`src/design/shmh_pkg.sv`:
```
// shmh_pkg: shared types and constants for the four-lane splitmix sponge hash
// holds the state enums, mix constants, lane constants and a fixed rotate helper
// no dependencies
`default_nettype none

package shmh_pkg;

    localparam int unsigned WORD_W      = 64;
    localparam int unsigned COUNT_W     = 4;
    localparam int unsigned MLEN_W      = 32;
    localparam int unsigned LENGTH_BITS = 32;
    localparam int unsigned NUM_LANES   = 4;

    localparam logic [63:0] GOLDEN = 64'h9E3779B97F4A7C15;
    localparam logic [63:0] MIX_A  = 64'hBF58476D1CE4E5B9;
    localparam logic [63:0] MIX_B  = 64'h94D049BB133111EB;

    localparam logic [63:0] LANE_INIT [NUM_LANES] = '{
        64'hA5A5A5A5A5A5A5A5, 64'h5A5A5A5A5A5A5A5A,
        64'hC3C3C3C3C3C3C3C3, 64'h3C3C3C3C3C3C3C3C
    };

    localparam logic [63:0] LANE_FINAL [NUM_LANES] = '{
        64'hDEADC0DE01234567, 64'hFEE1DEAD89ABCDEF,
        64'hBADC0DEDEADBEEFF, 64'h0123456789ABCDEF
    };

    localparam int unsigned ROT_L1 = 17;
    localparam int unsigned ROT_L2 = 29;
    localparam int unsigned ROT_L3 = 41;
    localparam int unsigned ROT_L0 = 7;

    // top-level sequencer states
    typedef enum logic [1:0] {
        ST_IDLE,
        ST_MIX_GO,
        ST_MIX_WAIT,
        ST_EMIT
    } t_state;

    // mix unit states
    typedef enum logic [1:0] {
        MX_IDLE,
        MX_MUL_A,
        MX_MUL_B
    } t_mix_state;

    // rotate left by a constant amount in 1..63
    function automatic logic [63:0] rot_left(input logic [63:0] v, input int unsigned r);
        return (v << r) | (v >> (64 - r));
    endfunction

endpackage

`default_nettype wire

```
`src/design/shmh_mul.sv`:
```
// shmh_mul: 64x64 multiplier keeping the low 64 bits of the product
// one 32x32 multiplier reused over three partial products
// no package dependencies
`default_nettype none

module shmh_mul (
    input  wire logic        i_clk,
    input  wire logic        i_rst_n,
    input  wire logic        i_start,
    input  wire logic [63:0] i_a,
    input  wire logic [63:0] i_b,
    output logic             o_done,
    output logic [63:0]      o_product
);

    logic        r_busy;
    logic [1:0]  r_step;
    logic        r_done;
    logic [63:0] r_a;
    logic [63:0] r_b;
    logic [63:0] r_prod;
    logic [63:0] r_acc;
    logic [31:0] op_x;
    logic [31:0] op_y;
    logic [63:0] mul_p;

    // partial product select: low*low, then the two cross terms
    always_comb begin
        case (r_step)
            2'd0: begin
                op_x = r_a[31:0];
                op_y = r_b[31:0];
            end
            2'd1: begin
                op_x = r_a[63:32];
                op_y = r_b[31:0];
            end
            default: begin
                op_x = r_a[31:0];
                op_y = r_b[63:32];
            end
        endcase
    end

    assign mul_p = 64'(op_x) * 64'(op_y);

    always_ff @(posedge i_clk) begin
        if (!i_rst_n) begin
            r_busy <= 1'b0;
            r_step <= 2'd0;
            r_done <= 1'b0;
        end else begin
            r_done <= 1'b0;
            if (i_start) begin
                r_busy <= 1'b1;
                r_step <= 2'd0;
            end else if (r_busy) begin
                r_step <= r_step + 2'd1;
                if (r_step == 2'd3) begin
                    r_busy <= 1'b0;
                    r_done <= 1'b1;
                end
            end
        end
    end

    always_ff @(posedge i_clk) begin
        if (i_start) begin
            r_a <= i_a;
            r_b <= i_b;
        end else if (r_busy) begin
            case (r_step)
                2'd0: begin
                    r_prod <= mul_p;
                end
                2'd1: begin
                    r_acc  <= r_prod;
                    r_prod <= mul_p;
                end
                2'd2: begin
                    r_acc  <= r_acc + {r_prod[31:0], 32'd0};
                    r_prod <= mul_p;
                end
                default: begin
                    r_acc <= r_acc + {r_prod[31:0], 32'd0};
                end
            endcase
        end
    end

    assign o_done    = r_done;
    assign o_product = r_acc;

endmodule

`default_nettype wire

```
`src/design/shmh_mix.sv`:
```
// shmh_mix: splitmix64 finalizer on one 64-bit value
// sequences two products through shmh_mul; uses shmh_pkg constants and states
`default_nettype none

module shmh_mix (
    input  wire logic        i_clk,
    input  wire logic        i_rst_n,
    input  wire logic        i_start,
    input  wire logic [63:0] i_value,
    output logic             o_done,
    output logic [63:0]      o_result
);
    import shmh_pkg::*;

    t_mix_state  r_state;
    t_mix_state  n_state;
    logic        mul_start;
    logic        mul_done;
    logic [63:0] mul_a;
    logic [63:0] mul_b;
    logic [63:0] mul_prod;
    logic [63:0] z_add;
    logic [63:0] z_first;
    logic [63:0] z_second;

    assign z_add    = i_value + GOLDEN;
    assign z_first  = z_add ^ (z_add >> 30);
    assign z_second = mul_prod ^ (mul_prod >> 27);
    assign o_result = mul_prod ^ (mul_prod >> 31);

    shmh_mul u_mul (
        .i_clk     (i_clk),
        .i_rst_n   (i_rst_n),
        .i_start   (mul_start),
        .i_a       (mul_a),
        .i_b       (mul_b),
        .o_done    (mul_done),
        .o_product (mul_prod)
    );

    always_ff @(posedge i_clk) begin
        if (!i_rst_n) begin
            r_state <= MX_IDLE;
        end else begin
            r_state <= n_state;
        end
    end

    always_comb begin
        n_state   = r_state;
        mul_start = 1'b0;
        mul_a     = z_first;
        mul_b     = MIX_A;
        o_done    = 1'b0;
        unique case (r_state)
            MX_IDLE: begin
                if (i_start) begin
                    mul_start = 1'b1;
                    n_state   = MX_MUL_A;
                end
            end
            MX_MUL_A: begin
                mul_a = z_second;
                mul_b = MIX_B;
                if (mul_done) begin
                    mul_start = 1'b1;
                    n_state   = MX_MUL_B;
                end
            end
            MX_MUL_B: begin
                if (mul_done) begin
                    o_done  = 1'b1;
                    n_state = MX_IDLE;
                end
            end
            default: begin
                n_state = MX_IDLE;
            end
        endcase
    end

endmodule

`default_nettype wire

```
`src/design/four_lane_splitmix_sponge_hash_top.sv`:
```
// four_lane_splitmix_sponge_hash_top: 256-bit sponge hash over 64-bit message words
// holds the lane ring, the word sequencer and the output register; uses shmh_pkg and shmh_mix
//
// usage
//   input channel (i_valid / o_ready) carries one message word per item with its byte
//   count and first/last flags; the first item also carries the total byte length.
//   output channel (o_valid / i_ready) carries one 256-bit digest after each last item.
//   items arriving outside a message (no first item since the last digest) are dropped.
// mixing work
//   every lane mix runs two 64-bit products on a single 32x32 multiplier. a word with
//   data runs three lane mixes before the block is ready again; a word with no bytes
//   runs none. a last item adds four finalization mixes and the ST_EMIT step that loads
//   the digest before o_valid rises. o_ready is high only when the sequencer is idle.
// reset
//   synchronous active-low i_rst_n clears the sequencer, the message flag and o_valid;
//   lanes are loaded from the lane constants on each first item.
// stalls
//   the digest sits in an output register, so the next message can be absorbed while
//   the receiver stalls; only a second digest waits until the first one is taken.
`default_nettype none

module four_lane_splitmix_sponge_hash_top (
    input  wire logic                            i_clk,
    input  wire logic                            i_rst_n,
    input  wire logic                            i_valid,
    output logic                                 o_ready,
    input  wire logic [shmh_pkg::WORD_W-1:0]     i_data_word,
    input  wire logic [shmh_pkg::COUNT_W-1:0]    i_byte_count,
    input  wire logic                            i_first_word,
    input  wire logic                            i_last_word,
    input  wire logic [shmh_pkg::MLEN_W-1:0]     i_message_length,
    output logic                                 o_valid,
    input  wire logic                            i_ready,
    output logic [shmh_pkg::WORD_W-1:0]          o_digest_word0,
    output logic [shmh_pkg::WORD_W-1:0]          o_digest_word1,
    output logic [shmh_pkg::WORD_W-1:0]          o_digest_word2,
    output logic [shmh_pkg::WORD_W-1:0]          o_digest_word3
);
    import shmh_pkg::*;

    // only the low LENGTH_BITS bits of the length take part
    localparam logic [MLEN_W-1:0] LEN_MASK = (LENGTH_BITS >= MLEN_W) ? {MLEN_W{1'b1}}
                                             : MLEN_W'((64'd1 << LENGTH_BITS) - 64'd1);

    t_state      r_state;
    t_state      n_state;
    logic [1:0]  r_idx;
    logic [1:0]  n_idx;
    logic        r_final;
    logic        n_final;
    logic        r_last;
    logic        n_last;
    logic        r_in_msg;
    logic        n_in_msg;
    logic        r_out_valid;
    logic        n_out_valid;

    // lane ring: position 0 and 1 feed the mix unit, entries rotate after each mix
    logic [63:0] r_q   [NUM_LANES];
    logic [63:0] r_dig [NUM_LANES];

    logic        in_acc;
    logic        msg_active;
    logic        load_msg;
    logic        emit;
    logic        mix_start;
    logic        mix_done;
    logic [63:0] mix_in;
    logic [63:0] mix_res;
    logic [63:0] rot_prev;
    logic [3:0]  count_sat;
    logic        absorb_en;
    logic [63:0] keep_mask;
    logic [63:0] tail_word;
    logic [63:0] absorb_word;
    logic [63:0] len_word;
    logic [63:0] base_q [NUM_LANES];

    assign o_ready    = (r_state == ST_IDLE);
    assign in_acc     = i_valid && o_ready;
    assign msg_active = i_first_word || r_in_msg;

    // input word shaping: saturate count, zero unused bytes, tag partial words
    assign count_sat = (i_byte_count > 4'd8) ? 4'd8 : i_byte_count;
    assign absorb_en = (count_sat != 4'd0);

    always_comb begin
        for (int b = 0; b < 8; b++) begin
            keep_mask[b*8 +: 8] = (4'(b) < count_sat) ? 8'hFF : 8'h00;
        end
    end

    assign tail_word   = (i_data_word & keep_mask) ^ {5'd0, count_sat[2:0], 56'd0};
    assign absorb_word = !absorb_en   ? 64'd0
                       : count_sat[3] ? i_data_word
                       : tail_word;
    assign len_word    = {32'd0, i_message_length & LEN_MASK};

    // a first item restarts from the lane constants with the length in lane 0
    always_comb begin
        for (int l = 0; l < NUM_LANES; l++) begin
            base_q[l] = i_first_word ? LANE_INIT[l] : r_q[l];
        end
        if (i_first_word) begin
            base_q[0] = LANE_INIT[0] ^ len_word;
        end
    end

    // mix operand: absorb chains the previous lane in rotated, finalization xors in its constant
    always_comb begin
        case (r_idx)
            2'd0:    rot_prev = rot_left(r_q[0], ROT_L1);
            2'd1:    rot_prev = rot_left(r_q[0], ROT_L2);
            default: rot_prev = rot_left(r_q[0], ROT_L3);
        endcase
    end

    assign mix_in = r_final ? (r_q[0] ^ LANE_FINAL[r_idx]) : (r_q[1] ^ rot_prev);

    shmh_mix u_mix (
        .i_clk    (i_clk),
        .i_rst_n  (i_rst_n),
        .i_start  (mix_start),
        .i_value  (mix_in),
        .o_done   (mix_done),
        .o_result (mix_res)
    );

    always_ff @(posedge i_clk) begin
        if (!i_rst_n) begin
            r_state     <= ST_IDLE;
            r_idx       <= 2'd0;
            r_final     <= 1'b0;
            r_last      <= 1'b0;
            r_in_msg    <= 1'b0;
            r_out_valid <= 1'b0;
        end else begin
            r_state     <= n_state;
            r_idx       <= n_idx;
            r_final     <= n_final;
            r_last      <= n_last;
            r_in_msg    <= n_in_msg;
            r_out_valid <= n_out_valid;
        end
    end

    always_comb begin
        n_state     = r_state;
        n_idx       = r_idx;
        n_final     = r_final;
        n_last      = r_last;
        n_in_msg    = r_in_msg;
        n_out_valid = r_out_valid && !i_ready;
        load_msg    = 1'b0;
        emit        = 1'b0;
        mix_start   = 1'b0;
        unique case (r_state)
            ST_IDLE: begin
                if (in_acc && msg_active) begin
                    load_msg = 1'b1;
                    n_in_msg = 1'b1;
                    n_last   = i_last_word;
                    n_idx    = 2'd0;
                    if (absorb_en) begin
                        n_final = 1'b0;
                        n_state = ST_MIX_GO;
                    end else if (i_last_word) begin
                        n_final = 1'b1;
                        n_state = ST_MIX_GO;
                    end
                end
            end
            ST_MIX_GO: begin
                mix_start = 1'b1;
                n_state   = ST_MIX_WAIT;
            end
            ST_MIX_WAIT: begin
                if (mix_done) begin
                    n_idx = r_idx + 2'd1;
                    if (!r_final && r_idx == 2'd2) begin
                        // absorb round done, go on to finalization on a last item
                        n_idx = 2'd0;
                        if (r_last) begin
                            n_final = 1'b1;
                            n_state = ST_MIX_GO;
                        end else begin
                            n_state = ST_IDLE;
                        end
                    end else if (r_final && r_idx == 2'd3) begin
                        n_state = ST_EMIT;
                    end else begin
                        n_state = ST_MIX_GO;
                    end
                end
            end
            ST_EMIT: begin
                // wait here only while an earlier digest is still unclaimed
                if (!r_out_valid || i_ready) begin
                    emit        = 1'b1;
                    n_out_valid = 1'b1;
                    n_in_msg    = 1'b0;
                    n_state     = ST_IDLE;
                end
            end
            default: begin
                n_state = ST_IDLE;
            end
        endcase
    end

    // lane ring and digest register
    always_ff @(posedge i_clk) begin
        if (load_msg) begin
            r_q[0] <= base_q[0] ^ absorb_word;
            r_q[1] <= base_q[1];
            r_q[2] <= base_q[2];
            r_q[3] <= base_q[3];
        end else if (r_state == ST_MIX_WAIT && mix_done) begin
            if (r_final) begin
                r_q[0] <= r_q[1];
                r_q[1] <= r_q[2];
                r_q[2] <= r_q[3];
                r_q[3] <= mix_res;
            end else if (r_idx == 2'd2) begin
                // ring holds lane 2 new, lane 3 old, lane 0, lane 1 new: close out lane 0
                r_q[0] <= rot_left(r_q[2], ROT_L0) ^ mix_res;
                r_q[1] <= r_q[3];
                r_q[2] <= r_q[0];
                r_q[3] <= mix_res;
            end else begin
                r_q[0] <= mix_res;
                r_q[1] <= r_q[2];
                r_q[2] <= r_q[3];
                r_q[3] <= r_q[0];
            end
        end else if (emit) begin
            for (int l = 0; l < NUM_LANES; l++) begin
                r_dig[l] <= r_q[l];
                r_q[l]   <= LANE_INIT[l];
            end
        end
    end

    assign o_valid        = r_out_valid;
    assign o_digest_word0 = r_dig[0];
    assign o_digest_word1 = r_dig[1];
    assign o_digest_word2 = r_dig[2];
    assign o_digest_word3 = r_dig[3];

    // absorb uses only three ring steps
    a_absorb_idx: assert property (@(posedge i_clk) disable iff (!i_rst_n)
        (r_state == ST_MIX_GO && !r_final) |-> (r_idx != 2'd3))
        else $error("absorb step index out of range");

    // the sequencer only runs inside a message
    a_busy_in_msg: assert property (@(posedge i_clk) disable iff (!i_rst_n)
        (r_state != ST_IDLE) |-> r_in_msg)
        else $error("sequencer busy outside a message");

    // a first item always opens a message
    a_first_opens: assert property (@(posedge i_clk) disable iff (!i_rst_n)
        (in_acc && i_first_word) |=> r_in_msg)
        else $error("first item did not open a message");

    // emitting a digest raises o_valid and closes the message
    a_emit_closes: assert property (@(posedge i_clk) disable iff (!i_rst_n)
        (r_state == ST_EMIT && (!r_out_valid || i_ready)) |=> (o_valid && !r_in_msg))
        else $error("digest emit did not close the message");

endmodule

`default_nettype wire

```
`config.mk`:
```
export PLATFORM = sky130hd
export DESIGN_NAME = four_lane_splitmix_sponge_hash_top
export DESIGN_NICKNAME = d
export VERILOG_FILES = /design/src/design/shmh_pkg.sv /design/src/design/shmh_mul.sv /design/src/design/shmh_mix.sv /design/src/design/four_lane_splitmix_sponge_hash_top.sv
export SDC_FILE = /design/constraint.sdc
export NUM_CORES = 2
export LEC_CHECK = 0
export BUFFER_PORTS_ARGS = -buffer_cell sky130_fd_sc_hd__buf_4
export CORE_ASPECT_RATIO = 1.5
export CORE_UTILIZATION = 25
export DETAILED_ROUTE_END_ITERATION = 10
export GPL_TIMING_DRIVEN = 0
export SLEW_MARGIN = 20
export SYNTH_ARGS = -nofsm -noshare
export SYNTH_HDL_FRONTEND = slang
export SYNTH_SLANG_ARGS = --single-unit
```
`constraint.sdc`:
```
create_clock -name i_clk -period 23.7 [get_ports i_clk]
set_clock_uncertainty 0.2 [all_clocks]
set_input_delay 2.37 -clock i_clk [delete_from_list [all_inputs] [get_ports i_clk]]
set_output_delay 2.37 -clock i_clk [all_outputs]
set_load 0.005 [all_outputs]
```
==> run_results.csv <==
group,metric,value,unit
route,avgViaCountPerCell,5.220,
route,drt-total-wl,365300,um
sta,fin_tns_setup,0,ns
cts,numCtsBuffers,70,
sta,hold_violations,0,
final_layout,nets,8156,
die,fp.dieW,421.4,um
flow_run,drv_cap,0,
setup_path,crit_path_top_delay_cell,"fa_1",
yosys,synthesis.area,65970,um^2
hold_path,hold_class,"flop to flop",
global_routing,track_usage,26.85,%
yosys,synth_warnings,0,
setup_path,critPathCaptureType,"flop",
sta,setup_viol,0,
placement,dp_hpwl,308300,um
yosys,ys_types,97,
setup_path,cp-startpoint,"u_mix.u_mul.r_step[0]$_SDFFE_PP0P_",
route,ant_nets,0,
yosys,synth_seq_cells,720,
sta,slew_viol_final,0,
status,run_status,"finished clean",
global_routing,antenna_found_initial,21,
hold_path,worstHoldStart,"r_q[0][9]$_SDFFE_PP0P_",
yosys,synth_edf_count,578,
route,routedWlPerCell,35.17,um
global_routing,grt_pass1_vias,56340,
setup_path,cp_slowest_stage_delay,0.91,ns
die,rows,230,
sta,fin_crit_sh,55.99,%
placement,place_congestion,1.050,
setup_path,path_max_fanout,10,
sta,rsz0062_at_grt,"no",
setup_path,critPathKind,"flop to flop",
die,die_area,266000,um^2
yosys,yosysTopAreaCell,"edfxtp_1",
yosys,avgSynthCellArea,10.33,um^2
cts,cts_tree,"yes",
yosys,syn_nets,7699,
yosys,ys_seq_area_share,30.62,%
sta,worst_pin_slew,1.381,ns
cts,cts_buffer_depth,3,
route,drt-initial-drc-count,5277,
global_routing,grt_overflow,0,
sta,fmax,75.36,MHz
cts,cts_resized,0,
final_layout,area_growth_syn_to_layout,15.04,%
route,num_vias,54220,
cts,cts.sinks,720,
setup_path,critPathArrivalTime,13.51,ns
route,first_pass_iters,10,
yosys,ys_async_sr_fraction,0,%
setup_path,reg2reg_from,"u_mix.u_mul.r_step[0]$_SDFFE_PP0P_",
global_routing,grt_max_degree,55,
yosys,ys.flop_type,"edfxtp_1",
yosys,netlist_top_cells_area,"edfxtp_1, fa_1, ha_1",
die,floorplan.initialDensity,25.19,%
final_layout,final_layout_size_suffix_gt1_share,9.469,%
cts,post_cts_buffers,0,
sta,relSlewSlack,7.273,%
setup_path,crit_path_frequent_cell,"fa_1",
die,die_height,631.1,um
cts,cts_root_buf,"clkbuf_16",
die,ioPinCount,364,
sta,period_minus_slack,13.27,ns
setup_path,cp_data_required_time,23.94,ns
yosys,synth_top_area_share,26.31,%
cts,clkTransAtPathRegs,0.06,ns
cts,cts_max_level,3,
setup_path,crit_path_start_kind,"flop",
route,drc,0,
global_routing,grt_pass1_wl,484900,um
placement,port_buffers,363,
cts,clk_latency,0.71,ns
die,coreArea,261900,um^2
yosys,synthCells,6384,
cts,hold_buffers,0,
synthesized netlist by cell type, drive strengths merged (25+ instances only):
cell / count
a21oi: 289
o211ai: 45
xnor2: 240
a22oi: 26
o31ai: 27
nor2: 443
a21o: 72
nand2: 558
a22o: 113
o21ai: 310
xor2: 185
and3: 49
inv: 937
edfxtp: 578
o22a: 70
o21bai: 25
o21a: 31
a211oi: 27
mux2i: 53
dfxtp: 142
fa: 831
nand3: 69
and2: 65
a221oi: 50
nor3b: 31
buf: 73
nand2b: 48
clkbuf: 257
nor3: 54
ha: 378
mux2: 42
o221ai: 25
nor2b: 28
worst paths after layout:
kind	end	cells past startpoint	slack (ns)
worst min register to register	r_dig[0][9]$_DFFE_PP_	0	0.23
worst max register to register	u_mix.u_mul.r_prod[62]$_DFFE_PP_	32	10.43
worst max-delay path	u_mix.u_mul.r_prod[62]$_DFFE_PP_	32	10.43
worst min-delay path	r_dig[0][9]$_DFFE_PP_	0	0.23
flip-flops by register name, indices dropped and copies added (netlist names):
register / cells
u_mix.u_mul.r_busy: 1
u_mix.u_mul.r_b: 2
r_in_msg: 1
u_mix.u_mul.r_step: 2
r_state: 2
r_final: 1
u_mix.u_mul.r_prod: 64
u_mix.u_mul.o_done: 1
u_mix.u_mul.o_product: 64
r_dig: 256
r_idx: 2
u_mix.r_state: 2
r_last: 1
r_q: 256
o_valid: 1
u_mix.u_mul.r_a: 64
per-layer routing:
layer  vias to the layer above  global-route usage (%)  share of wire, %  routed length, um
li1                      22270                       -                 -                  -
met1                     27330                   26.85                33             119200
met2                      3324                   45.62                48             175300
met3                      1282                   4.882               6.5              23880
met4                        10                   28.23                13              46810
met5                         -                       0             0.017                 62
layout by cell type (no fill, tap or decap), types with 33 or more instances in the layout:
master and instances:
a21o_1 72, a21oi_1 288, a221oi_1 49, a22o_1 113, and2_1 64, and3_1 49, buf_1 33, buf_4 369
clkbuf_1 249, clkbuf_16 72, dfxtp_1 142, edfxtp_1 578, fa_1 831, ha_1 378, inv_1 934, mux2_2 40
mux2i_1 48, nand2_1 556, nand2b_1 48, nand3_1 69, nor2_1 436, nor3_1 53, o211ai_1 44, o21ai_0 300
o22a_1 70, xnor2_1 240, xor2_1 184
cells by family (layout without fill, tap and decap cells):
family | Yosys count | count (layout) | share of synthesized area [%]
adders and majority gates | 1209 | 1209 | 32.39
AOI/OAI and AO/OA | 1242 | 1242 | 12.77
muxes | 95 | 95 | 1.521
other | 0 | 11 | 0
xor gates and xnor gates | 427 | 427 | 5.713
and+or+nand+nor | 1424 | 1424 | 9.624
buffers and inverters | 1267 | 1779 | 7.361
DFF | 720 | 720 | 30.62
worst max-delay path, delay by kind of cell, from the launching register on:
kind	cells	cell delay, ns
compound gates	10	2.15
fa+ha+maj	10	5.41
mux	1	0.84
flops	1	0.39
simple gates	5	1.79
buf+inv	6	2.20
metrics by stage:
stage / worst slack [ns] / hold slack (ns) / instance area [um^2] / instances / utilization (%)
final: 10.43 / 0.2255 / 75890 / 10390 / 28.98
after global routing: 10.24 / 0.2352 / 75870 / 10380 / 28.97
after CTS: 10.68 / 0.2269 / 75850 / 10380 / 28.96
after detailed placement: 10.70 / 0.2135 / 73570 / 10250 / 28.09
after global placement: 9.210 / 0.2141 / 73050 / 10230 / 27.89
after floorplan: 12.90 / 0.2029 / 65970 / 6384 / -
cell type report:
class                           count  area [um^2]
Antenna cell                       11        27.53
Buffer                            330         1378
Fill cell                       27480       186000
Multi-Input combinational cell   4397        40990
Clock buffer                       94         1914
Sequential cell                   720        20200
Timing Repair Buffer              385         3143
Clock inverter                     33        364.1
Tap cell                         3480         4354
Inverter                          937         3517
Power is not shown: default switching activity piles up to over one toggle a cycle in this logic, so the estimate is an artifact.
